==> src/saat_pkg.sv <==
// ---------------------------------------------------------------------------
// saat_pkg: shared types and constants of the sorted address annotation table
// Request and result codes, the queued request and result records, the engine states and a text helper.
// ---------------------------------------------------------------------------
`default_nettype none

package saat_pkg;

    localparam logic [1:0] REQ_SET_LABEL   = 2'd0;
    localparam logic [1:0] REQ_SET_COMMENT = 2'd1;
    localparam logic [1:0] REQ_GET_LABEL   = 2'd2;
    localparam logic [1:0] REQ_GET_COMMENT = 2'd3;

    localparam logic [1:0] STAT_OK       = 2'd0;
    localparam logic [1:0] STAT_NOTFOUND = 2'd1;
    localparam logic [1:0] STAT_FULL     = 2'd2;

    // Word counter width: holds any word index of the longest text (values up to 63).
    localparam int K_W     = 6;
    localparam int MAX_OUT = 16;

    localparam logic [63:0] TOP_BYTE_CLEAR = 64'h00FF_FFFF_FFFF_FFFF;

    typedef struct packed {
        logic        is_get;
        logic        is_label;
        logic [63:0] addr;
        logic [3:0]  widx;
        logic [63:0] word;
    } t_req;

    typedef struct packed {
        logic [1:0]  status;
        logic [63:0] text;
        logic        last;
    } t_res;

    typedef enum logic [3:0] {
        ST_IDLE,
        ST_SRCH,
        ST_CMP,
        ST_DECIDE,
        ST_SHRD,
        ST_SHWR,
        ST_INS,
        ST_CLR,
        ST_WR,
        ST_RESP,
        ST_GRD,
        ST_GOUT
    } t_state;

    function automatic logic f_has_zero_byte(input logic [63:0] w);
        logic z;
        z = 1'b0;
        for (int b = 0; b < 8; b++) begin
            if (w[8*b +: 8] == 8'd0) z = 1'b1;
        end
        return z;
    endfunction

endpackage

`default_nettype wire

==> src/saat_front.sv <==
// ---------------------------------------------------------------------------
// saat_front: request intake
// Decodes the request kind and holds accepted beats in a two-entry queue.
// ---------------------------------------------------------------------------
`default_nettype none

module saat_front import saat_pkg::*; (
    input  wire logic        i_clk,
    input  wire logic        i_rst_n,
    input  wire logic        i_valid,
    output logic             o_ready,
    input  wire logic [1:0]  i_req_type,
    input  wire logic [63:0] i_address,
    input  wire logic [3:0]  i_word_index,
    input  wire logic [63:0] i_text_word,
    output logic             o_q_valid,
    input  wire logic        i_q_ready,
    output t_req             o_q_req
);

    t_req       r_mem [2];
    logic       r_wp, r_rp;
    logic [1:0] r_cnt;
    t_req       w_req;
    logic       w_push, w_pop;

    always_comb begin
        w_req.is_get   = (i_req_type == REQ_GET_LABEL) || (i_req_type == REQ_GET_COMMENT);
        w_req.is_label = (i_req_type == REQ_SET_LABEL) || (i_req_type == REQ_GET_LABEL);
        w_req.addr     = i_address;
        w_req.widx     = i_word_index;
        w_req.word     = i_text_word;
    end

    assign o_ready   = (r_cnt != 2'd2);
    assign o_q_valid = (r_cnt != 2'd0);
    assign o_q_req   = r_mem[r_rp];
    assign w_push    = i_valid && o_ready;
    assign w_pop     = o_q_valid && i_q_ready;

    always_ff @(posedge i_clk) begin
        if (w_push) r_mem[r_wp] <= w_req;
    end

    always_ff @(posedge i_clk) begin
        if (!i_rst_n) begin
            r_wp  <= 1'b0;
            r_rp  <= 1'b0;
            r_cnt <= 2'd0;
        end else begin
            if (w_push) r_wp <= ~r_wp;
            if (w_pop)  r_rp <= ~r_rp;
            r_cnt <= r_cnt + {1'b0, w_push} - {1'b0, w_pop};
        end
    end

endmodule

`default_nettype wire

==> config.mk <==
export PLATFORM = sky130hd
export DESIGN_NAME = saat_front
export DESIGN_NICKNAME = d
export VERILOG_FILES = /design/src/saat_pkg.sv /design/src/saat_front.sv
export SDC_FILE = /design/constraint.sdc
export NUM_CORES = 1
export LEC_CHECK = 0
export BUFFER_PORTS_ARGS = -buffer_cell sky130_fd_sc_hd__buf_2
export CORE_MARGIN = 2
export CORE_UTILIZATION = 49
export CTS_BUF_LIST = sky130_fd_sc_hd__clkbuf_8
export DETAILED_ROUTE_END_ITERATION = 16
export GPL_TIMING_DRIVEN = 0
export HOLD_SLACK_MARGIN = 0.05
export PLACE_DENSITY = 0.78
export SYNTH_ARGS = -nofsm -noshare
export SYNTH_HDL_FRONTEND = slang
export SYNTH_SLANG_ARGS = --single-unit
==> constraint.sdc <==
create_clock -name i_clk -period 4 [get_ports i_clk]
set_input_delay 0.4 -clock i_clk [delete_from_list [all_inputs] [get_ports i_clk]]
set_output_delay 0.4 -clock i_clk [all_outputs]
set_load 0.005 [all_outputs]
# Word-level counts from Yosys, hierarchy flattened
# Memories as Yosys holds them, arrays and structs flattened. A register that Yosys moved wholly into a read port is not among the register bits.
# Index checks and enable logic that the tools add are counted.
# Widths: inputs -> output; s select.
[totals]
regBits = 4
ram_bits = 268
in_bits = 138
out_inout_bits = 136
memories = 1
[op_classes]
addsub = 2
n_eq_ne = 3
n_mux = 4
bitwise = 2
reduce_logical = 6
[mem_list]
columns = ["memory", "words", "word_bits", "read_ports", "rd_clocked_by_memory_dff", "write_ports", "line", "rtl"]
rows = [
  ["r_mem", 2, 134, 1, 1, 1, "saat_front.sv:21", "t_req r_mem [2];"],
]
[ops]
columns = ["cell", "n"]
rows = [
  ["$eq 2x2->1 const B", 2],
  ["$mux 1", 4],
  ["$add 2x1->2", 1],
  ["$logic_and 1x1->1", 2],
  ["$logic_not 2->1", 1],
  ["$logic_or 1x1->1", 2],
  ["$ne 2x2->1 const B", 1],
  ["$not 1->1", 2],
  ["$reduce_bool 2->1", 1],
  ["$sub 2x1->2", 1],
]

# Logic depth before layout (Yosys ltp)
[depth]
depth_word = 4
depth_mapped = 6
mapped_depth_nobuf = 6

# Least setup slack after synthesis
# No wires, ideal clock.
[synth_path]
path_kind = "register -> register"
start = "reg r_cnt[0]"
end = "mem r_mem[1][0] in the netlist's numbering, enable pin"
arrival_ns = 3.723
required_ns = 3.490
setup_slack_ns = -0.233
path_stages_with_launch = 3
n_path_buf = 0
cell_sequence = "dfxtp_1 nand2b_1 and3_1"
[synth_via]
elab_chain_len = 4
[synth_rtl]
columns = ["element", "line", "rtl"]
rows = [
  ["start, declared", "saat_front.sv:23", "logic [1:0] r_cnt;"],
  ["start signal, assigned", "saat_front.sv:53", "r_cnt <= r_cnt + {1'b0, w_push} - {1'b0, w_pop};"],
  ["$ne 2x2->1", "saat_front.sv:35", "assign o_ready = (r_cnt != 2'd2);"],
  ["named net o_ready", "saat_front.sv:11", "output logic o_ready,"],
  ["$logic_and 1x1->1", "saat_front.sv:38", "assign w_push = i_valid && o_ready;"],
  ["$mux 1", "saat_front.sv:42", "if (w_push) r_mem[r_wp] <= w_req;"],
  ["$mux 1 (not written as such)", "saat_front.sv:42", ""],
  ["end, declared", "saat_front.sv:21", ""],
]
# The timed path passes the listed nets, and every way through them passes these cells.

==> impl_metrics.env <==
export IMPL_status="finished, final reports clean"
export IMPL_ir_worst_vdd_mv=0.372
export IMPL_holdWs_ps=84.7
export IMPL_clock_sinks=273
export IMPL_ys_types=26
export IMPL_cap_violations=0
export IMPL_ctsRootBufferMaster="clkbuf_8"
export IMPL_syn_to_final_growth_pct=37.2
export IMPL_netlist_area_sq_um=10200
export IMPL_relSlewSlack_pct=60.7
export IMPL_die_area_sq_um=21900
export IMPL_num_fill_cells=1326
export IMPL_dr_pass1_iters=4
export IMPL_grt_max_degree=75
export IMPL_rsz0062_at_grt="no"
export IMPL_p_leak_nw=5.48
export IMPL_synth_cells=449
export IMPL_crit_type="flop to primary output"
export IMPL_min_from="i_address[16]"
export IMPL_clock_path_buffers=3
export IMPL_rr_worst_depth=4
export IMPL_fin_crit_ps=2260
export IMPL_syn_nets=588
export IMPL_clk_latency_ps=520
export IMPL_cts_setup_buffers=0
export IMPL_antenna_found_initial=1
export IMPL_row_count=52
export IMPL_required_ps=3600
export IMPL_dieWidth_um=148
export IMPL_grt_first_pass_wirelength_um=32800
export IMPL_dp_hpwl_um=13000
export IMPL_whs_path_depth=1
export IMPL_ctsResizeCount=0
export IMPL_drive_gt1_share_pct=51.9
export IMPL_stdcell_area_sq_um=14000
export IMPL_vias_per_cell=4.89
export IMPL_synth_seq_cells=273
export IMPL_wl_per_cell_um=18.1
export IMPL_synth_top_area_share_pct=79.1
export IMPL_p_per_area_nw_per_um2=514
export IMPL_max_slew_worst_pin_slew_ps=589
export IMPL_worst_r2r_setup_slack_ps=1880
export IMPL_r2r_start="r_cnt[0]"
export IMPL_cp_max_fo=10
export IMPL_grt_pass1_vias=6571
export IMPL_drv_slew=0
export IMPL_die_h_um=148
export IMPL_hold_class="input port to flop"
export IMPL_coreArea_sq_um=20300
export IMPL_hold_violations=0
export IMPL_synth_area_per_cell_sq_um=22.7
export IMPL_grt_overflow_total=0
export IMPL_clk_pin_slew_ps=60
export IMPL_num_vias=5835
export IMPL_yosysTopAreaCell="edfxtp_1"
export IMPL_portBuffers=272
export IMPL_end_kind="primary output"
export IMPL_routed_wl_um=21600
export IMPL_max_clock_freq_mhz=442
export IMPL_placed_area_sq_um=12000
export IMPL_gp_congestion=0.715
export IMPL_finalSetupViolations=0
export IMPL_arrival_ps=1860
export IMPL_htree_levels=2
export IMPL_crit_path_end="o_q_req[120]"
export IMPL_nets=1032
export IMPL_synth_area_leaders="edfxtp_1 (79%), mux2_4 (8.9%), mux2_2 (8.2%)"
export IMPL_io_pins=274
export IMPL_yosysSeqAreaShare_pct=80.0
export IMPL_period_share_pct=56.5
export IMPL_rr_endpoint="r_mem[0][104]"
export IMPL_initial_core_util_pct=50.1
export IMPL_drt_iter0_drc=264
export IMPL_synth_warning_count=0
export IMPL_drc=0
export IMPL_crit_path_start_kind="flop"
export IMPL_cts_tree="built"
export IMPL_numCtsBuffers=41
export IMPL_skew_ps=12.3
export IMPL_ant_nets=0
export IMPL_grt_usage_pct=19.2
## worst min path at each step
stage                     slack [ps]       endpoint
after floorplan                  470           flop
after global placement           490           r_rp
after detailed placement         500           flop
after CTS                         50  r_mem[1][133]
after global routing              60   r_mem[1][34]
final                             80   r_mem[0][84]
## report_power, final
group,total [W],leakage (nW),switching (W),internal (W)
sequential,0.00355,2.55,0.0000784,0.00347
combinational,0.00161,2.49,0.000726,0.000886
clock,0.00201,0.437,0.000984,0.00103
## layout by cell type, fill, tap and decap left out, types with 2 or more instances in the layout
master and count:
buf_16 3, clkinv_2 3, dlygate4sd3_1 126, clkinv_1 7, edfxtp_1 268, dfxtp_1 5
inv_1 19, buf_6 8, nor2_1 4, mux2_2 74, o21ai_0 2, mux2_4 60
clkbuf_8 45, buf_2 279
## logic make-up (layout without fill, tap and decap cells)
logic type,count (synthesis),in the layout,share of synthesized area [%]
DFF,273,273,80.0
muxes,134,134,17.0
buffers and inverters,19,493,1.38
and+or+nand+nor,15,15,0.897
AOI/OAI and AO/OA,6,6,0.430
adders and majority gates,1,1,0.123
xor gates and xnor gates,1,1,0.0861
other,0,1,0
## registers in the layout, indices dropped and copies added (netlist names), named ones only
signal  cells
r_mem     268
r_cnt       2
r_rp        1
r_wp        1
## final cells by class
type                            instances  area [sq um]  share of cell area [%]
Sequential cell                       273          8150                    58.3
Timing Repair Buffer                  401          2710                    19.4
Multi-Input combinational cell        157          1900                    13.6
Clock buffer                           45           619                    4.43
Tap cell                              270           338                    2.42
Buffer                                 16           129                   0.923
Clock inverter                         28           113                   0.806
Inverter                                3          16.3                   0.116
Antenna cell                            1          2.50                  0.0179
## critical path, cell delays in order (launching register included)
cell and delay (ps):
dfxtp_1 320, buf_6 150, buf_6 190, buf_6 200
mux2_4 330, buf_2 130
## synth_stat cells
library cell    n
edfxtp_1      268
mux2_2         74
mux2_4         60
buf_6           8
buf_2           7
dfxtp_1         5
nor2_1          4
inv_1           3
and3_1          2
o21ai_0         2
a21bo_2         1
a21oi_1         1
and2_1          1
clkbuf_1        1
ha_1            1
nand2b_1        1
nand3_1         1
nand3b_1        1
nor2b_1         1
nor3_2          1
nor4_1          1
nor4bb_1        1
o21ba_2         1
o31a_1          1
or2_2           1
xor2_1          1
## stage by stage
step,utilization (%),setup TNS (ps),total power (W),instances,setup slack [ps]
final,68.8,0,0.00718,1194,1740
after global routing,68.8,0,0.00749,1194,1650
after CTS,68.7,0,0.00722,1192,1700
after detailed placement,59.0,0,0.00511,994,1880
after global placement,58.5,-121420,0.00507,991,-911
after floorplan,-,0,0.00451,449,241
## routing by layer
metal  GRT usage [%]  up-vias  wire, um
li1                -     2677         -
met1            20.9     2865      7830
met2            35.3      251     11500
met3            6.50       42      1740
met4            6.24        0       517
met5               0        -         0
## timing repair
| item | in CTS | in global routing |
|---|---|---|
| hold endpoints to repair | 248 | 2 |
| hold buffers | 125 | 1 |
| setup endpoints to repair | 0 | 0 |
No activity file was read; power rests on OpenSTA's default activity.
